==> src/rtl/i2cdw_pkg.sv <==
// Package for the I2C display write master: payload structs, control bytes,
// request codes, register indexes and reset values.
// No dependencies.
`timescale 1ns / 1ps

package i2cdw_pkg;

  // Request codes carried in the mode field.
  localparam logic [1:0] MODE_TICK    = 2'd0;
  localparam logic [1:0] MODE_COMMAND = 2'd1;
  localparam logic [1:0] MODE_DATA    = 2'd2;

  // Control bytes sent after the device address.
  localparam logic [7:0] CTRL_COMMAND = 8'h00;
  localparam logic [7:0] CTRL_DATA    = 8'h40;

  // Configuration register map.
  localparam int unsigned CFG_INDEX_W = 1;
  localparam int unsigned CFG_DATA_W  = 8;
  localparam logic [CFG_INDEX_W-1:0] REG_DEVICE_ADDRESS = 1'd0;
  localparam logic [CFG_INDEX_W-1:0] REG_ACK_WAIT_LIMIT = 1'd1;

  localparam logic [7:0] ADDR_RESET = 8'h78;
  localparam logic [7:0] WAIT_RESET = 8'd250;

  // Byte position within a transaction.
  localparam logic [1:0] STAGE_ADDRESS = 2'd0;
  localparam logic [1:0] STAGE_CONTROL = 2'd1;
  localparam logic [1:0] STAGE_PAYLOAD = 2'd2;

  typedef struct packed {
    logic [1:0] mode;
    logic [7:0] data_byte;
    logic       last;
    logic       sda_sample;
  } in_item_t;

  typedef struct packed {
    logic scl_level;
    logic sda_level;
    logic sda_released;
    logic request_taken;
    logic busy_res;
    logic ack_error;
  } out_item_t;

endpackage

==> src/rtl/i2cdw_channels.sv <==
// Valid/ready channel interfaces for the I2C display write master.
// Depends on i2cdw_pkg for the payload structs.
`timescale 1ns / 1ps

interface i2cdw_in_if;
  import i2cdw_pkg::*;

  logic     valid;
  logic     ready;
  in_item_t payload;

  modport source (output valid, output payload, input ready);
  modport sink (input valid, input payload, output ready);
endinterface

interface i2cdw_out_if;
  import i2cdw_pkg::*;

  logic      valid;
  logic      ready;
  out_item_t payload;

  modport source (output valid, output payload, input ready);
  modport sink (input valid, input payload, output ready);
endinterface

==> src/rtl/i2c_display_write_master_core.sv <==
// Top level of the I2C display write master: bus sequencer and result register.
// Depends on i2cdw_pkg and the channel interfaces in i2cdw_channels.sv.
//
//   channel   direction  handshake          payload
//   in_ch     sink       valid / ready      mode, data_byte, last, sda_sample
//   out_ch    source     valid / ready      scl_level, sda_level, sda_released,
//                                           request_taken, busy_res, ack_error
//   cfg       write      cfg_we             cfg_index, cfg_data
//
// Each accepted transaction is one bus tick and yields one registered result.
// A new tick is accepted every cycle; the result register empties and refills
// in the same cycle, so in_ch.ready only drops while a result waits on out_ch.
// Reset puts the sequencer in idle and restores the register reset values.
`timescale 1ns / 1ps

module i2c_display_write_master_core (
  input  logic                                 clk,
  input  logic                                 rst,
  i2cdw_in_if.sink                             in_ch,
  i2cdw_out_if.source                          out_ch,
  input  logic                                 cfg_we,
  input  logic [i2cdw_pkg::CFG_INDEX_W-1:0]    cfg_index,
  input  logic [i2cdw_pkg::CFG_DATA_W-1:0]     cfg_data
);
  import i2cdw_pkg::*;

  typedef enum logic [3:0] {
    PH_IDLE, PH_START_A, PH_START_B, PH_BIT_LOW, PH_BIT_HIGH,
    PH_ACK_LOW, PH_ACK_HIGH, PH_WAIT_DATA, PH_STOP_A, PH_STOP_B, PH_STOP_C
  } phase_t;

  logic [7:0] device_address;
  logic [7:0] ack_wait_limit;

  phase_t     phase, phase_next;
  logic [7:0] shift_byte, shift_byte_next;
  logic [2:0] bit_index, bit_index_next;
  logic [1:0] byte_stage, byte_stage_next;
  logic [7:0] wait_count, wait_count_next;
  logic       is_data_run, is_data_run_next;
  logic [7:0] held_payload, held_payload_next;
  logic       run_ending, run_ending_next;

  logic       out_valid;
  out_item_t  result, result_next;
  logic       accept;
  logic       bitv;

  assign in_ch.ready    = !out_valid || out_ch.ready;
  assign accept         = in_ch.valid && in_ch.ready;
  assign out_ch.valid   = out_valid;
  assign out_ch.payload = result;
  assign bitv           = shift_byte[7];

  always_comb begin
    phase_next        = phase;
    shift_byte_next   = shift_byte;
    bit_index_next    = bit_index;
    byte_stage_next   = byte_stage;
    wait_count_next   = wait_count;
    is_data_run_next  = is_data_run;
    held_payload_next = held_payload;
    run_ending_next   = run_ending;
    result_next       = '{scl_level: 1'b1, sda_level: 1'b1, sda_released: 1'b0,
                          request_taken: 1'b0, busy_res: 1'b1, ack_error: 1'b0};

    case (phase)
      PH_START_A: begin
        result_next.sda_level = 1'b0;
        phase_next = PH_START_B;
      end
      PH_START_B: begin
        result_next.scl_level = 1'b0;
        result_next.sda_level = 1'b0;
        byte_stage_next = STAGE_ADDRESS;
        shift_byte_next = device_address;
        bit_index_next  = 3'd0;
        phase_next      = PH_BIT_LOW;
      end
      PH_BIT_LOW: begin
        result_next.scl_level = 1'b0;
        result_next.sda_level = bitv;
        phase_next = PH_BIT_HIGH;
      end
      PH_BIT_HIGH: begin
        result_next.sda_level = bitv;
        shift_byte_next = {shift_byte[6:0], 1'b0};
        if (bit_index == 3'd7) begin
          bit_index_next = 3'd0;
          phase_next     = PH_ACK_LOW;
        end else begin
          bit_index_next = bit_index + 3'd1;
          phase_next     = PH_BIT_LOW;
        end
      end
      PH_ACK_LOW: begin
        result_next.scl_level    = 1'b0;
        result_next.sda_released = 1'b1;
        wait_count_next = 8'd0;
        phase_next      = PH_ACK_HIGH;
      end
      PH_ACK_HIGH: begin
        result_next.sda_released = 1'b1;
        if (in_ch.payload.sda_sample) begin
          // No acknowledge yet: count high samples until the limit runs out.
          if (wait_count >= ack_wait_limit) begin
            result_next.ack_error = 1'b1;
            wait_count_next = 8'd0;
            phase_next      = PH_STOP_A;
          end else begin
            wait_count_next = wait_count + 8'd1;
          end
        end else if (byte_stage == STAGE_ADDRESS) begin
          byte_stage_next = STAGE_CONTROL;
          shift_byte_next = is_data_run ? CTRL_DATA : CTRL_COMMAND;
          bit_index_next  = 3'd0;
          phase_next      = PH_BIT_LOW;
        end else if (byte_stage == STAGE_CONTROL) begin
          byte_stage_next = STAGE_PAYLOAD;
          shift_byte_next = held_payload;
          bit_index_next  = 3'd0;
          phase_next      = PH_BIT_LOW;
        end else if (run_ending) begin
          phase_next = PH_STOP_A;
        end else begin
          phase_next = PH_WAIT_DATA;
        end
      end
      PH_WAIT_DATA: begin
        result_next.scl_level = 1'b0;
        result_next.sda_level = 1'b0;
        if (in_ch.payload.mode == MODE_DATA) begin
          result_next.request_taken = 1'b1;
          held_payload_next = in_ch.payload.data_byte;
          run_ending_next   = in_ch.payload.last;
          shift_byte_next   = in_ch.payload.data_byte;
          bit_index_next    = 3'd0;
          phase_next        = PH_BIT_LOW;
        end
      end
      PH_STOP_A: begin
        result_next.scl_level = 1'b0;
        result_next.sda_level = 1'b0;
        phase_next = PH_STOP_B;
      end
      PH_STOP_B: begin
        result_next.sda_level = 1'b0;
        phase_next = PH_STOP_C;
      end
      PH_STOP_C: begin
        phase_next = PH_IDLE;
      end
      default: begin
        phase_next = PH_IDLE;
        if (in_ch.payload.mode == MODE_COMMAND || in_ch.payload.mode == MODE_DATA) begin
          result_next.request_taken = 1'b1;
          is_data_run_next  = (in_ch.payload.mode == MODE_DATA);
          held_payload_next = in_ch.payload.data_byte;
          // A command is always a single byte.
          run_ending_next   = (in_ch.payload.mode == MODE_DATA) ? in_ch.payload.last : 1'b1;
          byte_stage_next   = STAGE_ADDRESS;
          phase_next        = PH_START_A;
        end else begin
          result_next.busy_res = 1'b0;
        end
      end
    endcase
  end

  always_ff @(posedge clk) begin
    if (rst) begin
      device_address <= ADDR_RESET;
      ack_wait_limit <= WAIT_RESET;
      phase          <= PH_IDLE;
      shift_byte     <= 8'd0;
      bit_index      <= 3'd0;
      byte_stage     <= STAGE_ADDRESS;
      wait_count     <= 8'd0;
      is_data_run    <= 1'b0;
      run_ending     <= 1'b0;
      out_valid      <= 1'b0;
    end else begin
      if (cfg_we) begin
        case (cfg_index)
          REG_DEVICE_ADDRESS: device_address <= cfg_data;
          REG_ACK_WAIT_LIMIT: ack_wait_limit <= cfg_data;
          default: ;
        endcase
      end
      if (accept) begin
        phase       <= phase_next;
        shift_byte  <= shift_byte_next;
        bit_index   <= bit_index_next;
        byte_stage  <= byte_stage_next;
        wait_count  <= wait_count_next;
        is_data_run <= is_data_run_next;
        run_ending  <= run_ending_next;
        out_valid   <= 1'b1;
      end else if (out_ch.ready) begin
        out_valid <= 1'b0;
      end
    end
  end

  always_ff @(posedge clk) begin
    if (accept) begin
      held_payload <= held_payload_next;
      result       <= result_next;
    end
  end

endmodule

==> src/flat_wrapper.sv <==
// flat-port wrapper written by rule: the top's interface ports become plain ports
module i2c_display_write_master_core_flat import i2cdw_pkg::*;
  (clk, rst, cfg_we, cfg_index, cfg_data, in_ch_valid, in_ch_payload, in_ch_ready, out_ch_valid, out_ch_payload, out_ch_ready);
  i2cdw_in_if in_ch_i ();
  i2cdw_out_if out_ch_i ();
  input  logic clk;
  input  logic rst;
  input  logic cfg_we;
  input  logic [i2cdw_pkg::CFG_INDEX_W-1:0] cfg_index;
  input  logic [i2cdw_pkg::CFG_DATA_W-1:0] cfg_data;
  input wire logic [$bits(in_ch_i.valid)-1:0] in_ch_valid;
  input wire logic [$bits(in_ch_i.payload)-1:0] in_ch_payload;
  output wire logic [$bits(in_ch_i.ready)-1:0] in_ch_ready;
  output wire logic [$bits(out_ch_i.valid)-1:0] out_ch_valid;
  output wire logic [$bits(out_ch_i.payload)-1:0] out_ch_payload;
  input wire logic [$bits(out_ch_i.ready)-1:0] out_ch_ready;
  assign in_ch_i.valid = in_ch_valid;
  assign in_ch_i.payload = in_ch_payload;
  assign in_ch_ready = in_ch_i.ready;
  assign out_ch_valid = out_ch_i.valid;
  assign out_ch_payload = out_ch_i.payload;
  assign out_ch_i.ready = out_ch_ready;
  i2c_display_write_master_core u_core (.clk(clk), .rst(rst), .in_ch(in_ch_i), .out_ch(out_ch_i), .cfg_we(cfg_we), .cfg_index(cfg_index), .cfg_data(cfg_data));
endmodule
==> config.mk <==
export PLATFORM = sky130hd
export DESIGN_NAME = i2c_display_write_master_core_flat
export DESIGN_NICKNAME = d
export VERILOG_FILES = /design/src/rtl/i2cdw_pkg.sv /design/src/rtl/i2cdw_channels.sv /design/src/rtl/i2c_display_write_master_core.sv /design/src/flat_wrapper.sv
export SDC_FILE = /design/constraint.sdc
export NUM_CORES = 1
export LEC_CHECK = 0
export BUFFER_PORTS_ARGS = -buffer_cell sky130_fd_sc_hd__buf_2
export CORE_UTILIZATION = 57
export DETAILED_ROUTE_END_ITERATION = 10
export PLACE_DENSITY_LB_ADDON = 0.2
export SKIP_CTS_REPAIR_TIMING = 1
export SYNTH_ARGS = -nofsm -noshare
export SYNTH_HDL_FRONTEND = slang
export SYNTH_SLANG_ARGS = --single-unit
==> constraint.sdc <==
create_clock -name clk -period 3 [get_ports clk]
set_clock_uncertainty 0.2 [all_clocks]
set_input_delay 0.15 -clock clk [delete_from_list [all_inputs] [get_ports clk]]
set_output_delay 0.15 -clock clk [all_outputs]
set_load 0.01 [all_outputs]
==> results.cfg, run 1 <==
[outcome]
status = completed

[yosys]
yosys_most_used_dff = dfxtp_1
syn_avg_cell_area_sq_um = 8.69
synth_area_sq_um = 3060
synth_top_area_frac = 0.288
synthesis.nets = 390
synth_area_leaders = dfxtp_1, edfxtp_1, a21oi_1
syn_inst = 352
yosysWarnings = 0
ys_types = 55
synth-seq-cells = 58
ys_seq_area_frac = 0.425
yosysTopAreaCell = dfxtp_1
synthArstFlopShare = 0
synth_edf_count = 14

[die]
core-area_sq_um = 5140
start_util = 0.595
num_rows = 26
die-area_sq_um = 5670
fp.dieH_microns = 75.3
die_x_microns = 75.3
ioPinCount = 34

[drt]
avgViaCountPerCell = 6.02
route.met3.wl_microns = 318
wl_met1_microns = 3310
drtAntennaViolNets = 0
first_pass_iters = 5
wl_met2_microns = 3450
remaining_drc_errors = 0
routed-via-count = 2870
postRouteWirelength_microns = 7270
drt_iter0_drc = 351
highest_layer = met4
wire_per_inst_microns = 15.2

[layout]
instances_no_fill = 477
area_delta_synth_final_pct = 20.7
layout_commonest_cell = dfxtp_1
final_nets = 440
final_cell_mix = dfxtp_1, nand2_1, a21oi_1
drive_gt1_frac = 0.152
insertedDiodeCount = 0

[power_and_ir_drop]
p_leak_nw = 1.51
power_mw = 1.89
vdd_drop_max_uv = 365
p_per_area_nw_per_um2 = 512

[grt]
grt_pass1_wl_microns = 11400
grt-ovfl-total = 0
grt.total_usage = 0.269
antenna_found_initial = 0
grt_pass1_vias = 2453
grt_max_degree = 45

[hold_path]
hold_class = primary input to flip-flop
hold_start = out_ch_ready

[timing]
max_freq_ghz = 0.381
worst_slew_pin_slew_ps = 1050
fin_crit_sh = 0.875
hold_viol = 0
setup_viol = 0
slew-limit-headroom = 0.298
finalMaxSlewViolations = 0
rsz0062_at_grt = no
fin_crit_ps = 2620
tns_ps = 0

[critical_path]
r2r_end = u_core.shift_byte[3]$_SDFFE_PP0P_
cp-startpoint = u_core.phase[1]$_SDFFE_PP0P_
cp_max_fo = 19
regToRegSetupSlack_ps = 380
start_kind = flip-flop
cp.arrival_ps = 2690
crit_path_end = u_core.shift_byte[3]$_SDFFE_PP0P_
cp.required_ps = 3060
r2r-start = u_core.phase[1]$_SDFFE_PP0P_
worstRegToRegCells = 5
cp-end-kind = flip-flop
path_class = flip-flop to flip-flop

[clocking]
cts_buffers = 9
cts_tree = done
cts_root_buf = clkbuf_8
clk_pin_slew_ps = 70
clock-sinks = 58
htreeDepth = 3
clk_path_buf_depth = 2
insertion_delay_ps = 340

[job]
drv_cap = 0

[placed_design]
place_congestion = 0.936
portBuffers = 33
dp.cells = 440
place_hpwl_microns = 4800
flip-flops by register name, indices dropped and copies added, names as in the netlist, 2 cells and up:
signal,count
u_core.bit_index,3
u_core.byte_stage,2
u_core.wait_count,8
u_core.ack_wait_limit,8
u_core.out_ch.payload,6
u_core.device_address,8
u_core.held_payload,8
u_core.shift_byte,8
u_core.phase,4
cells by family after synthesis:
group                      count (synthesis)  synth area share
AOI/OAI and AO/OA                         97             0.220
adders and majority gates                 12            0.0491
buffers and inverters                     38            0.0507
DFF                                       58             0.425
muxes                                      8            0.0266
and+or+nand+nor                          139             0.229
cell usage after synthesis (8+ instances only):
cell type and instances:
and3_1 8, a211o_1 10, ha_1 12, nand3_1 14, nand2b_1 8, edfxtp_1 14, clkbuf_1 13, dfxtp_1 44
inv_1 15, nor3_1 8, nand2_1 37, a21oi_1 34, nand4_1 8, nor2_1 30, nor2b_1 10, o21ai_0 13
critical path, stage by stage (launching register included):
cell      delay [ps]
dfxtp_1          680
nor2_1           210
or2_1            300
a2111o_1         620
a311o_1          380
a21oi_1          150
worst min path at each step:
stage	slack [ps]	cells after the start	endpoint
detailed placement	140	1	u_core.held_payload[3]$_DFFE_PP_
CTS	-210	1	u_core.held_payload[3]$_DFFE_PP_
global placement	140	1	u_core.held_payload[3]$_DFFE_PP_
finish	10	3	u_core.out_ch.valid$_SDFFE_PP0P_
floorplan	50	0	u_core.held_payload[0]$_DFFE_PP_
global route	40	3	u_core.out_ch.payload[0]$_SDFFCE_PN0P_
where the power goes:
| part | internal [mW] | switching [mW] | total (mW) |
|---|---|---|---|
| clock | 0.433 | 0.334 | 0.767 |
| sequential | 0.842 | 0.0270 | 0.869 |
| combinational | 0.111 | 0.146 | 0.256 |
| total | 1.39 | 0.506 | 1.89 |
per-layer routing:
metal,vias up,GRT usage
met4,0,0.130
met2,108,0.414
li1,1397,-
met5,-,0
met1,1341,0.371
met3,24,0.0388
final cells by class:
class	instances	area, sq um
multi-input combinational	256	1600
fill	408	1450
sequential	58	1300
timing repair buffer	62	435
clock buffer	11	151
tap	70	87.6
clock inverter	5	57.6
inverter	15	56.3
stage by stage:
step                      setup slack, ps  instance area (sq um)  hold WS (ps)   util
final                                 375                   3690          11.0  0.719
after global routing                  241                   3690          38.5  0.719
after CTS                             388                   3480          -206  0.678
after detailed placement              428                   3270           140  0.637
after global placement                543                   3270           138  0.637
after floorplan                       814                   3060          48.9      -
Note: power is estimated with default switching activity, not from simulation.
==> run 2: changes to the inputs <==
- BUFFER_PORTS_ARGS: -buffer_cell sky130_fd_sc_hd__buf_2 -> not set
- DONT_BUFFER_PORTS: not set -> 1
==> run 2 against run 1 <==
The run now ends with hold timing left. Utilization decreased by 2.2 points. Via count decreased by 4.8%. First-iteration DRC count increased by 12%. Hold slack got worse by 20 ps. Critical path type unchanged.
==> results.cfg, run 2 (synthesis gave the netlist of run 1 again) <==
[outcome]
status = finished with violations
violations = hold timing

[clocking]
insertion_delay_ps = 340
cts_tree = done
clk_pin_slew_ps = 70
cts_buffers = 9
cts_root_buf = clkbuf_8
htreeDepth = 3
clk_path_buf_depth = 2
clock-sinks = 58

[timing]
worst_slew_pin_slew_ps = 1010
finalMaxSlewViolations = 0
fin_crit_sh = 0.865
fin_crit_ps = 2590
max_freq_ghz = 0.386
setup_viol = 0
hold_slack_ps = -9.40
rsz0062_at_grt = no
hold_viol = 2
slew-limit-headroom = 0.327
tns_ps = 0

[power_and_ir_drop]
power.switching_mw = 0.491
p_leak_nw = 1.40
intPower_mw = 1.26
vdd_drop_max_uv = 338
power_frac_comb = 0.134
clkPwrFrac = 0.367
seq_power_share = 0.500
swShare = 0.280
p_per_area_nw_per_um2 = 490

[grt]
grt-ovfl-total = 0
grt_pass1_vias = 2241
grt.total_usage = 0.254
grt_max_degree = 45
grt_pass1_wl_microns = 10600
antenna_found_initial = 0

[drt]
wire_per_inst_microns = 15.8
avgViaCountPerCell = 6.04
routed-via-count = 2731
drtAntennaViolNets = 0
remaining_drc_errors = 0
postRouteWirelength_microns = 7150
drt_iter0_drc = 392
first_pass_iters = 4

[critical_path]
crit_family = compound AO/OA/AOI/OAI gates
cp.arrival_ps = 2660
r2r_end = u_core.shift_byte[3]$_SDFFE_PP0P_
cp-end-kind = flip-flop
cpMaxStageDelayCell = dfxtp_1
r2r-start = u_core.phase[1]$_SDFFE_PP0P_
cp_cell_sequence = nor2_1 > or2_1 > a2111o_1 > a311o_1 > a21oi_1
cp_num_buf_inv = 0
cp.required_ps = 3070
cp_max_fo = 19
regToRegSetupSlack_ps = 410
path_class = flip-flop to flip-flop
cp.depth = 5
worstRegToRegCells = 5
slowest_delay_ps = 670
start_kind = flip-flop

[die]
ioPinCount = 34
die-area_sq_um = 5670
start_util = 0.595
fp.dieH_microns = 75.3
die_x_microns = 75.3
core-area_sq_um = 5140
num_rows = 26

[layout]
final_nets = 415
final_cell_mix = dfxtp_1, nand2_1, a21oi_1
area_delta_synth_final_pct = 17.0
drive_gt1_frac = 0.0759
insertedDiodeCount = 0
layout_commonest_cell = dfxtp_1

[hold_path]
hold_start = in_ch_payload[6]
hold_depth = 3
min_to = u_core.shift_byte[4]$_SDFFE_PP0P_
hold_class = primary input to flip-flop

[job]
drv_cap = 0

[placed_design]
place_hpwl_microns = 4630
portBuffers = 0
place_congestion = 0.937
==> run 2: layout make-up <==
cell class                 instances  area, sq um
clock inverter                     5         28.8
fill                             423         1560
multi-input combinational        256         1600
clock buffer                      11          141
sequential                        58         1300
inverter                          15         56.3
timing repair buffer              37          360
tap                               70         87.6
==> run 2: metal layers <==
| metal | up-vias | GRT usage | routed length (microns) |
|---|---|---|---|
| li1 | 1345 | - | - |
| met1 | 1299 | 0.374 | 3310 |
| met2 | 75 | 0.361 | 3370 |
| met3 | 12 | 0.0495 | 359 |
| met4 | 0 | 0.109 | 116 |
| met5 | - | 0 | 0 |
==> run 2: how the worst max path moves through the flow <==
stage / from / to / slack [ps]
3_5_place_dp: u_core.phase[1]$_SDFFE_PP0P_ / u_core.shift_byte[3]$_SDFFE_PP0P_ / 470
5_1_grt: u_core.phase[1]$_SDFFE_PP0P_ / u_core.shift_byte[3]$_SDFFE_PP0P_ / 250
2_1_floorplan: u_core.wait_count[1]$_SDFFE_PP0P_ / u_core.out_ch.payload[0]$_SDFFCE_PN0P_ / 810
6_report: u_core.phase[1]$_SDFFE_PP0P_ / u_core.shift_byte[3]$_SDFFE_PP0P_ / 410
3_3_place_gp: u_core.phase[1]$_SDFFE_PP0P_ / u_core.shift_byte[7]$_SDFFE_PP0P_ / 590
4_1_cts: u_core.phase[1]$_SDFFE_PP0P_ / u_core.shift_byte[3]$_SDFFE_PP0P_ / 450
==> run 2: per-stage QoR <==
step	power [mW]	setup slack (ps)	utilization	cell area, sq um	cells
final	1.75	406	0.696	3580	452
after global routing	1.82	252	0.696	3580	452
after global placement	1.07	587	0.605	3110	407
after floorplan	1.05	814	-	3060	352
after CTS	1.71	448	0.638	3280	423
after detailed placement	1.08	475	0.605	3110	407
==> run 2: tightest hold or removal path: cells and delay by family <==
| kind | cells | cell delay (ps) |
|---|---|---|
| compound gates | 3 | 330 |
==> run 2: power groups by stage <==
stage	logic, mW	clock network (mW)	registers (mW)
finish	0.235	0.643	0.876
global route	0.259	0.676	0.882
CTS	0.186	0.645	0.875
detailed placement	0.186	0	0.893
global placement	0.183	0	0.891
floorplan	0.169	0	0.877
